File: config.mk
export PLATFORM = sky130hd
export DESIGN_NAME = reed_solomon_systematic_encoder_core
export DESIGN_NICKNAME = d
export VERILOG_FILES = /design/src/hw/rtl/rse_pkg.sv /design/src/hw/rtl/rse_cell.sv /design/src/hw/rtl/rse_gen_ctrl.sv /design/src/hw/rtl/reed_solomon_systematic_encoder_core.sv
export SDC_FILE = /design/constraint.sdc
export NUM_CORES = 2
export LEC_CHECK = 0
export BUFFER_PORTS_ARGS = -buffer_cell sky130_fd_sc_hd__buf_2
export CELL_PAD_IN_SITES_DETAIL_PLACEMENT = 1
export CELL_PAD_IN_SITES_GLOBAL_PLACEMENT = 1
export CORE_AREA = 2 2 470 472
export CTS_CLUSTER_DIAMETER = 80
export DETAILED_ROUTE_END_ITERATION = 8
export DIE_AREA = 0 0 472 474
export PLACE_DENSITY = 0.9
export SYNTH_ARGS = -nofsm -noshare
export SYNTH_HDL_FRONTEND = slang
export SYNTH_HIERARCHICAL = 1
export SYNTH_SLANG_ARGS = --single-unit
File: constraint.sdc
create_clock -name clk -period 11.7 [get_ports clk]
set_input_delay 2.34 -clock clk [delete_from_list [all_inputs] [get_ports clk]]
set_output_delay 2.34 -clock clk [all_outputs]
set_load 0.05 [all_outputs]
File: src/hw/rtl/rse_pkg.sv
// shared types, constants and field arithmetic for the reed-solomon encoder
// no dependencies
`default_nettype none

package rse_pkg;

    localparam int SYMBOL_BITS      = 8;
    localparam int MAX_PARITY_PAIRS = 8;
    localparam int MAX_STAGES       = 2 * MAX_PARITY_PAIRS;
    localparam int STAGE_W          = $clog2(MAX_STAGES + 1);

    // register indexes on the configuration port
    localparam logic [1:0] REG_FIELD_POLY   = 2'd0;
    localparam logic [1:0] REG_ROOT_ELEMENT = 2'd1;
    localparam logic [1:0] REG_PARITY_PAIRS = 2'd2;

    typedef logic [SYMBOL_BITS-1:0] sym_t;
    typedef logic [STAGE_W-1:0]     stage_cnt_t;

    // control broadcast to every cell of the chain
    typedef struct packed {
        logic shift;     // parity register advances one step
        logic clear;     // parity register to zero
        sym_t fb;        // feedback symbol, zero while unloading
        logic gen_init;  // generator coefficients to zero
        logic gen_step;  // multiply generator by (1 + root x)
        sym_t root;      // current generator root
        sym_t red;       // reduction polynomial without the x^m term
    } cell_ctrl_t;

    // polynomial-basis multiply, shift and add
    function automatic sym_t gf_mul(sym_t a, sym_t b, sym_t red);
        sym_t acc;
        sym_t aa;
        acc = '0;
        aa  = a;
        for (int i = 0; i < SYMBOL_BITS; i++)
        begin
            if (b[i])
                acc = acc ^ aa;
            if (aa[SYMBOL_BITS-1])
                aa = sym_t'(aa << 1) ^ red;
            else
                aa = sym_t'(aa << 1);
        end
        return acc;
    endfunction

endpackage

`default_nettype wire

File: src/hw/rtl/rse_cell.sv
// one cell of the encoder chain: a parity stage and one generator coefficient
// depends on rse_pkg
`default_nettype none

module rse_cell (
    input  logic               clk,
    input  logic               rst_n,
    input  rse_pkg::cell_ctrl_t ctrl,
    input  rse_pkg::sym_t      right_stage,   // parity stage of the next cell
    input  rse_pkg::sym_t      left_coeff,    // coefficient of the previous cell
    output rse_pkg::sym_t      stage,
    output rse_pkg::sym_t      coeff
);
    import rse_pkg::*;

    sym_t stage_reg, stage_next;
    sym_t coeff_reg, coeff_next;

    always_comb
    begin
        stage_next = stage_reg;
        if (ctrl.clear)
            stage_next = '0;
        else if (ctrl.shift)
            stage_next = right_stage ^ gf_mul(ctrl.fb, coeff_reg, ctrl.red);
    end

    // reversed generator: p_new[k] = p[k] ^ root * p[k-1]
    always_comb
    begin
        coeff_next = coeff_reg;
        if (ctrl.gen_init)
            coeff_next = '0;
        else if (ctrl.gen_step)
            coeff_next = coeff_reg ^ gf_mul(ctrl.root, left_coeff, ctrl.red);
    end

    always_ff @(posedge clk or negedge rst_n)
    begin
        if (!rst_n)
        begin
            stage_reg <= '0;
            coeff_reg <= '0;
        end
        else
        begin
            stage_reg <= stage_next;
            coeff_reg <= coeff_next;
        end
    end

    assign stage = stage_reg;
    assign coeff = coeff_reg;

endmodule

`default_nettype wire

File: src/hw/rtl/rse_gen_ctrl.sv
// sequencer for the generator build: steps the root through its powers
// depends on rse_pkg
`default_nettype none

module rse_gen_ctrl (
    input  logic                clk,
    input  logic                rst_n,
    input  logic                start,
    input  rse_pkg::sym_t       red,
    input  rse_pkg::sym_t       root_element,
    input  rse_pkg::stage_cnt_t stage_cnt,
    output logic                busy,
    output rse_pkg::sym_t       root
);
    import rse_pkg::*;

    logic       busy_reg, busy_next;
    sym_t       root_reg, root_next;
    stage_cnt_t iter_reg, iter_next;

    always_comb
    begin
        busy_next = busy_reg;
        root_next = root_reg;
        iter_next = iter_reg;
        if (start)
        begin
            busy_next = 1'b1;
            root_next = sym_t'(1);
            iter_next = '0;
        end
        else if (busy_reg)
        begin
            root_next = gf_mul(root_reg, root_element, red);
            iter_next = iter_reg + stage_cnt_t'(1);
            if (iter_reg == stage_cnt - stage_cnt_t'(1))
                busy_next = 1'b0;
        end
    end

    // reset starts a build for the reset configuration
    always_ff @(posedge clk or negedge rst_n)
    begin
        if (!rst_n)
        begin
            busy_reg <= 1'b1;
            root_reg <= sym_t'(1);
            iter_reg <= '0;
        end
        else
        begin
            busy_reg <= busy_next;
            root_reg <= root_next;
            iter_reg <= iter_next;
        end
    end

    assign busy = busy_reg;
    assign root = root_reg;

endmodule

`default_nettype wire

File: src/hw/rtl/reed_solomon_systematic_encoder_core.sv
// top level of the systematic reed-solomon encoder
// depends on rse_pkg, rse_cell, rse_gen_ctrl
//
//  channel   dir   handshake          payload
//  s_axis    in    tvalid/tready      tdata[7:0] data_byte, tlast last_byte
//  m_axis    out   tvalid/tready      tdata[7:0] out_byte, tuser is_parity, tlast last_out
//  apb       in    psel/penable       regs 0x0 field_poly, 0x4 root_element, 0x8 parity_pairs
//
//  message symbols go through at one transfer per cycle while tready is high; the parity
//  chain updates in parallel; after a last symbol 2t parity symbols follow, input held off
//  after reset and after each register write the generator is built, tready low
//  one output register parts the two sides; output stalls hold the input through tready
`default_nettype none

module reed_solomon_systematic_encoder_core (
    input  logic        clk,
    input  logic        rst_n,
    // input stream
    input  logic        s_tvalid,
    output logic        s_tready,
    input  logic [7:0]  s_tdata,    // [7:0] data_byte
    input  logic        s_tlast,
    // output stream
    output logic        m_tvalid,
    input  logic        m_tready,
    output logic [7:0]  m_tdata,    // [7:0] out_byte
    output logic        m_tuser,    // [0] is_parity
    output logic        m_tlast,
    // configuration
    input  logic        psel,
    input  logic        penable,
    input  logic        pwrite,
    input  logic [3:0]  paddr,
    input  logic [31:0] pwdata,
    output logic [31:0] prdata,
    output logic        pready
);
    import rse_pkg::*;

    // configuration registers
    logic [8:0] field_poly_reg;
    logic [7:0] root_element_reg;
    logic [3:0] parity_pairs_reg;

    logic       cfg_write;
    logic       cfg_hit;      // write to a register in the list
    logic [1:0] cfg_idx;

    assign pready    = 1'b1;
    assign cfg_idx   = paddr[3:2];
    assign cfg_write = psel && penable && pwrite && pready;
    assign cfg_hit   = cfg_write && (cfg_idx == REG_FIELD_POLY ||
                                     cfg_idx == REG_ROOT_ELEMENT ||
                                     cfg_idx == REG_PARITY_PAIRS);

    always_ff @(posedge clk or negedge rst_n)
    begin
        if (!rst_n)
        begin
            field_poly_reg   <= 9'd285;
            root_element_reg <= 8'd2;
            parity_pairs_reg <= 4'd8;
        end
        else if (cfg_write)
        begin
            unique case (cfg_idx)
                REG_FIELD_POLY:   field_poly_reg   <= pwdata[8:0];
                REG_ROOT_ELEMENT: root_element_reg <= pwdata[7:0];
                REG_PARITY_PAIRS: parity_pairs_reg <= pwdata[3:0];
                default:          ;
            endcase
        end
    end

    always_comb
    begin
        unique case (cfg_idx)
            REG_FIELD_POLY:   prdata = 32'(field_poly_reg);
            REG_ROOT_ELEMENT: prdata = 32'(root_element_reg);
            REG_PARITY_PAIRS: prdata = 32'(parity_pairs_reg);
            default:          prdata = '0;
        endcase
    end

    // effective t clamped to 1..MAX_PARITY_PAIRS, parity length n = 2t
    stage_cnt_t stage_cnt;
    always_comb
    begin
        if (parity_pairs_reg == 4'd0)
            stage_cnt = stage_cnt_t'(2);
        else if (int'(parity_pairs_reg) > MAX_PARITY_PAIRS)
            stage_cnt = stage_cnt_t'(MAX_STAGES);
        else
            stage_cnt = stage_cnt_t'({parity_pairs_reg, 1'b0});
    end

    // field arithmetic operands, masked to the symbol width
    sym_t red;
    sym_t root_el;
    sym_t data_sym;
    assign red      = sym_t'(field_poly_reg[SYMBOL_BITS-1:0]);
    assign root_el  = sym_t'(root_element_reg[SYMBOL_BITS-1:0]);
    assign data_sym = sym_t'(s_tdata[SYMBOL_BITS-1:0]);

    // generator build sequencer
    logic gen_busy;
    sym_t gen_root;

    rse_gen_ctrl u_gen_ctrl (
        .clk          (clk),
        .rst_n        (rst_n),
        .start        (cfg_hit),
        .red          (red),
        .root_element (root_el),
        .stage_cnt    (stage_cnt),
        .busy         (gen_busy),
        .root         (gen_root)
    );

    // output register and parity unload count
    logic       out_valid_reg, out_valid_next;
    logic [7:0] out_byte_reg,  out_byte_next;
    logic       out_par_reg,   out_par_next;
    logic       out_last_reg,  out_last_next;
    stage_cnt_t drain_cnt_reg, drain_cnt_next;

    logic out_free;
    logic in_fire;
    logic drain_step;

    sym_t stage_w [MAX_STAGES];
    sym_t coeff_w [MAX_STAGES];

    assign out_free   = !out_valid_reg || m_tready;
    // no new message symbol while parity is still being unloaded or taps are built
    assign s_tready   = out_free && (drain_cnt_reg == '0) && !gen_busy;
    assign in_fire    = s_tvalid && s_tready;
    assign drain_step = (drain_cnt_reg != '0) && out_free;

    // chain control: unloading shifts with zero feedback, which also clears the chain
    cell_ctrl_t ctrl;
    always_comb
    begin
        ctrl.shift    = in_fire || drain_step;
        ctrl.clear    = cfg_hit;
        ctrl.fb       = in_fire ? (data_sym ^ stage_w[0]) : '0;
        ctrl.gen_init = cfg_hit;
        ctrl.gen_step = gen_busy;
        ctrl.root     = gen_root;
        ctrl.red      = red;
    end

    // cell k holds parity stage k and coefficient k+1 of the reversed generator,
    // so its tap is g[n-1-k] for any n and the cells past n stay zero
    for (genvar k = 0; k < MAX_STAGES; k++)
    begin : g_cell
        sym_t right_stage;
        sym_t left_coeff;

        if (k == MAX_STAGES - 1)
        begin : g_tail
            assign right_stage = '0;
        end
        else
        begin : g_body
            assign right_stage = stage_w[k+1];
        end

        // coefficient zero of the reversed generator is always one
        if (k == 0)
        begin : g_head
            assign left_coeff = sym_t'(1);
        end
        else
        begin : g_link
            assign left_coeff = coeff_w[k-1];
        end

        rse_cell u_cell (
            .clk         (clk),
            .rst_n       (rst_n),
            .ctrl        (ctrl),
            .right_stage (right_stage),
            .left_coeff  (left_coeff),
            .stage       (stage_w[k]),
            .coeff       (coeff_w[k])
        );
    end

    always_comb
    begin
        out_valid_next = out_valid_reg;
        out_byte_next  = out_byte_reg;
        out_par_next   = out_par_reg;
        out_last_next  = out_last_reg;
        drain_cnt_next = drain_cnt_reg;
        priority if (cfg_hit)
        begin
            out_valid_next = 1'b0;
            drain_cnt_next = '0;
        end
        else if (in_fire)
        begin
            // message symbol passes through; a last symbol arms the parity unload
            out_valid_next = 1'b1;
            out_byte_next  = 8'(data_sym);
            out_par_next   = 1'b0;
            out_last_next  = 1'b0;
            if (s_tlast)
                drain_cnt_next = stage_cnt;
        end
        else if (drain_step)
        begin
            out_valid_next = 1'b1;
            out_byte_next  = 8'(stage_w[0]);
            out_par_next   = 1'b1;
            out_last_next  = (drain_cnt_reg == stage_cnt_t'(1));
            drain_cnt_next = drain_cnt_reg - stage_cnt_t'(1);
        end
        else if (m_tready)
        begin
            out_valid_next = 1'b0;
        end
    end

    always_ff @(posedge clk or negedge rst_n)
    begin
        if (!rst_n)
        begin
            out_valid_reg <= 1'b0;
            drain_cnt_reg <= '0;
        end
        else
        begin
            out_valid_reg <= out_valid_next;
            drain_cnt_reg <= drain_cnt_next;
        end
    end

    // payload needs no reset
    always_ff @(posedge clk)
    begin
        out_byte_reg <= out_byte_next;
        out_par_reg  <= out_par_next;
        out_last_reg <= out_last_next;
    end

    assign m_tvalid = out_valid_reg;
    assign m_tdata  = out_byte_reg;
    assign m_tuser  = out_par_reg;
    assign m_tlast  = out_last_reg;

endmodule

`default_nettype wire

==> load_flow_metrics.sql <==
INSERT INTO impl_metrics (metric_group, metric, value, unit) VALUES
('logic_synthesis', 'synthFlopType', 'sky130_fd_sc_hd__dfrtp_1', ''),
('logic_synthesis', 'average_footprint_of_a_synthesized_cell', '7.29', 'sq um'),
('routing', 'routed_wl', '437000', 'um'),
('power_and_ir_drop', 'power.sequential.fraction', '7.6', '%'),
('power_and_ir_drop', 'switching_share', '57.6', '%'),
('power_and_ir_drop', 'pwr_total', '0.0429', 'W'),
('power_and_ir_drop', 'cellInternalPower', '0.0182', 'W'),
('setup_path', 'r2r_cells', '15', ''),
('clock_network', 'cts_setup_buffers', '0', ''),
('power_and_ir_drop', 'vdd_ir_drop_max', '279', 'uV'),
('global_routing', 'global_route.usage.total', '36.9', '%'),
('finish', 'flow.area_growth_from_synthesis', '2.61', '%'),
('run', 'max-cap-violations', '0', ''),
('sta', 'final_max_slew_violation_count', '0', ''),
('setup_path', 'worst_ep_arrival_time', '8650', 'ps'),
('setup_path', 'crit_path_cell_trace', 'buf_2 -> nor2b_1 -> nand3_4 -> nor2_4 -> buf_12 -> or2_1 -> a21oi_1 -> o31a_1 -> nor2_1 -> xnor3_1 -> a211oi_2 -> o21ai_0 -> xnor2_1 -> a211oi_1 -> or4_1 -> nand4_1', ''),
('routing', 'met3WireLength', '36900', 'um'),
('routing', 'dr_wl_met2', '201000', 'um'),
('finish', 'most-common-layout-cells', 'sky130_fd_sc_hd__nand2_1 (1,803), sky130_fd_sc_hd__xnor2_1 (1,709), sky130_fd_sc_hd__o21ai_0 (985)', ''),
('finish', 'fraction_of_layout_cells_with_a_size_suffix_above_1', '6.11', '%'),
('placement', 'finalWeightedCongestion', '0.946', ''),
('power_and_ir_drop', 'power_leakage', '41.9', 'nW'),
('min_path', 'hp-start', 'g_cell[14].u_cell/stage[7]$_DFFE_PN0P_', ''),
('sta', 'hold_viol_final', '0', ''),
('finish', 'finalInstanceArea', '0.111', 'sq mm'),
('logic_synthesis', 'mappedNetlistArea', '0.109', 'sq mm'),
('clock_network', 'number_of_sinks_driven_by_the_clock_tree', '307', ''),
('global_routing', 'gr-total-overflow', '0', ''),
('logic_synthesis', 'ys_async_sr_fraction', '96.7', '%'),
('routing', 'drc_errors', '0', ''),
('routing', 'via_per_inst', '7.23', ''),
('min_path', 'timing.hold.worst_endpoint', 'g_cell[14].u_cell/stage[7]$_DFFE_PN0P_', ''),
('setup_path', 'path_max_fanout', '133', ''),
('power_and_ir_drop', 'comb_power_share', '88.3', '%'),
('power_and_ir_drop', 'power_density', '385', 'mW/mm^2'),
('power_and_ir_drop', 'clkPwrFrac', '4.2', '%'),
('finish', 'final_core_util', '51.0', '%'),
('routing', 'routedWlPerCell', '25.7', 'um'),
('sta', 'setup_viol', '0', ''),
('sta', 'rsz0062_at_grt', 'no', ''),
('clock_network', 'postCtsHoldBufs', '0', ''),
('global_routing', 'grt_antenna_before_repair', '10', ''),
('routing', 'm1WireLength', '171000', 'um'),
('clock_network', 'clock_latency', '790', 'ps'),
('placement', 'port-buffer-count', '47', ''),
('setup_path', 'cp_top_family', 'simple AND/OR/NAND/NOR gates', ''),
('global_routing', 'grt_max_degree', '184', ''),
('sta', 'final_min_period_over_clock_period', '68.5', '%'),
('routing', 'dr.first_iter.drc_count', '12900', ''),
('clock_network', 'clock_path_buffers', '3', ''),
('setup_path', 'regToRegEndpoint', 'g_cell[6].u_cell/stage[4]$_DFFE_PN0P_', ''),
('placement', 'detailed_place_hpwl', '296000', 'um'),
('clock_network', 'cts_max_level', '2', ''),
('routing', 'routed-via-count', '123000', ''),
('sta', 'worst_slew_margin_rel', '13.0', '%'),
('logic_synthesis', 'synthesis.yosys.warnings', '6', ''),
('min_path', 'hold_depth', '2', ''),
('finish', 'layout.cells.most_common', 'sky130_fd_sc_hd__nand2_1', ''),
('floorplanning', 'row_count', '172', ''),
('run_status', 'status', 'finished clean', ''),
('clock_network', 'cts_root_buffer', 'sky130_fd_sc_hd__clkbuf_16', ''),
('setup_path', 'critPathCaptureType', 'flop', ''),
('placement', 'placed_area', '0.109', 'sq mm'),
('sta', 'timing.final.crit_period', '8020', 'ps'),
('floorplanning', 'floorplan.initialDensity', '49.7', '%'),
('floorplanning', 'die_h', '474', 'um'),
('routing', 'first_pass_iters', '9', ''),
('setup_path', 'worst-r2r-setup-slack', '4540', 'ps'),
('floorplanning', 'io_pins', '97', ''),
('logic_synthesis', 'synthDistinctLibCells', '128', ''),
('setup_path', 'startpoint_type', 'input port', '');
==> synth_stat cells (65+ instances only) <==
cell type,number,area [sq um]
sky130_fd_sc_hd__and3b_1,97,850
sky130_fd_sc_hd__xnor2_1,1709,15000
sky130_fd_sc_hd__a311o_1,125,1250
sky130_fd_sc_hd__and3_1,365,2280
sky130_fd_sc_hd__xnor3_1,336,7570
sky130_fd_sc_hd__nor3b_1,96,721
sky130_fd_sc_hd__o2111ai_1,129,1130
sky130_fd_sc_hd__nor2b_1,155,970
sky130_fd_sc_hd__clkbuf_1,695,2610
sky130_fd_sc_hd__nand4_1,146,913
sky130_fd_sc_hd__a21oi_1,762,3810
sky130_fd_sc_hd__nand2_1,1803,6770
sky130_fd_sc_hd__buf_1,114,428
sky130_fd_sc_hd__nor2_1,604,2270
sky130_fd_sc_hd__and4_1,78,683
sky130_fd_sc_hd__nor4_1,130,813
sky130_fd_sc_hd__a21o_1,66,495
sky130_fd_sc_hd__xor2_1,404,3540
sky130_fd_sc_hd__nand2b_1,230,1440
sky130_fd_sc_hd__o211a_1,190,1900
sky130_fd_sc_hd__dfrtp_1,288,7210
sky130_fd_sc_hd__mux2i_1,276,2760
sky130_fd_sc_hd__nand3_1,655,3280
sky130_fd_sc_hd__a32oi_1,67,587
sky130_fd_sc_hd__o211ai_1,371,2790
sky130_fd_sc_hd__a31oi_1,112,701
sky130_fd_sc_hd__o21a_1,120,901
sky130_fd_sc_hd__a211o_1,233,2040
sky130_fd_sc_hd__o31ai_1,125,938
sky130_fd_sc_hd__inv_1,356,1340
sky130_fd_sc_hd__or4_1,139,1040
sky130_fd_sc_hd__a211oi_1,199,1490
sky130_fd_sc_hd__or3_1,117,732
sky130_fd_sc_hd__buf_2,320,1600
sky130_fd_sc_hd__nand3b_1,129,968
sky130_fd_sc_hd__and2_1,109,682
sky130_fd_sc_hd__o21ai_1,92,460
sky130_fd_sc_hd__a2111oi_0,65,569
sky130_fd_sc_hd__o21ai_0,985,4930
sky130_fd_sc_hd__a211oi_2,67,838
sky130_fd_sc_hd__nor3_1,370,1850
==> final cells by class <==
type	count	area (sq um)	share of cell area (%)
multi-input combinational	13000	94300	84.6
sequential	307	7810	7.01
tap	2871	3590	3.22
timing repair buffer	263	2290	2.06
clock buffer	72	1540	1.38
inverter	402	1520	1.36
clock inverter	32	378	0.339
antenna	8	20.0	0.0180
==> worst max path at each step <==
stage	start	endpoint	slack, ps	cells after the start
2_1_floorplan	s_tvalid	g_cell[10].u_cell/stage[4]$_DFFE_PN0P_	2580	14
3_3_place_gp	s_tvalid	g_cell[6].u_cell/stage[5]$_DFFE_PN0P_	3530	16
3_5_place_dp	s_tvalid	g_cell[13].u_cell/stage[1]$_DFFE_PN0P_	3290	17
4_1_cts	s_tvalid	g_cell[6].u_cell/stage[5]$_DFFE_PN0P_	3980	16
5_1_grt	s_tvalid	g_cell[6].u_cell/stage[5]$_DFFE_PN0P_	3310	16
6_report	s_tvalid	g_cell[6].u_cell/stage[4]$_DFFE_PN0P_	3680	16
==> through the flow <==
stage	hold WS (ps)	worst slack [ps]	std cells
final	504	3680	17000
after global routing	526	3310	17000
after CTS	506	3980	17000
after detailed placement	495	3290	16900
after global placement	483	3530	16900
after floorplan	470	2580	14900
==> kinds of logic after synthesis <==
logic type / synth area share (%)
simple gates: 26.8
compound gates: 31.5
xor+xnor: 24.8
buf+inv: 6.27
mux: 3.52
flops: 7.13
fa+ha+maj: 0.0576
other cells: 0.00692
==> power groups by stage <==
stage / Clock [W] / Combinational [W] / Sequential (W)
global placement: 0 / 0.0350 / 0.00316
global route: 0.00184 / 0.0401 / 0.00331
detailed placement: 0 / 0.0363 / 0.00319
floorplan: 0 / 0.0290 / 0.00231
finish: 0.00178 / 0.0378 / 0.00325
CTS: 0.00180 / 0.0367 / 0.00319
==> routing by layer <==
metal	vias up	track usage (%)
met3	1840	5.53
met5	-	0
met4	2	22.7
met2	6501	61.1
li1	53800	-
met1	60600	44.9
==> worst register-to-register path: stages, from the launching register on <==
cell and delay (ps):
sky130_fd_sc_hd__dfstp_4 700, sky130_fd_sc_hd__nor2b_1 430, sky130_fd_sc_hd__nand3_4 470, sky130_fd_sc_hd__nor2_4 540, sky130_fd_sc_hd__buf_12 420, sky130_fd_sc_hd__or2_1 600
sky130_fd_sc_hd__a21oi_1 180, sky130_fd_sc_hd__o31a_1 380, sky130_fd_sc_hd__nor2_1 860, sky130_fd_sc_hd__xnor3_1 510, sky130_fd_sc_hd__a211oi_2 460, sky130_fd_sc_hd__o21ai_0 170
sky130_fd_sc_hd__xnor2_1 340, sky130_fd_sc_hd__a211oi_1 160, sky130_fd_sc_hd__or4_1 600, sky130_fd_sc_hd__nand4_1 170
Note: power is estimated with default switching activity, not from simulation.
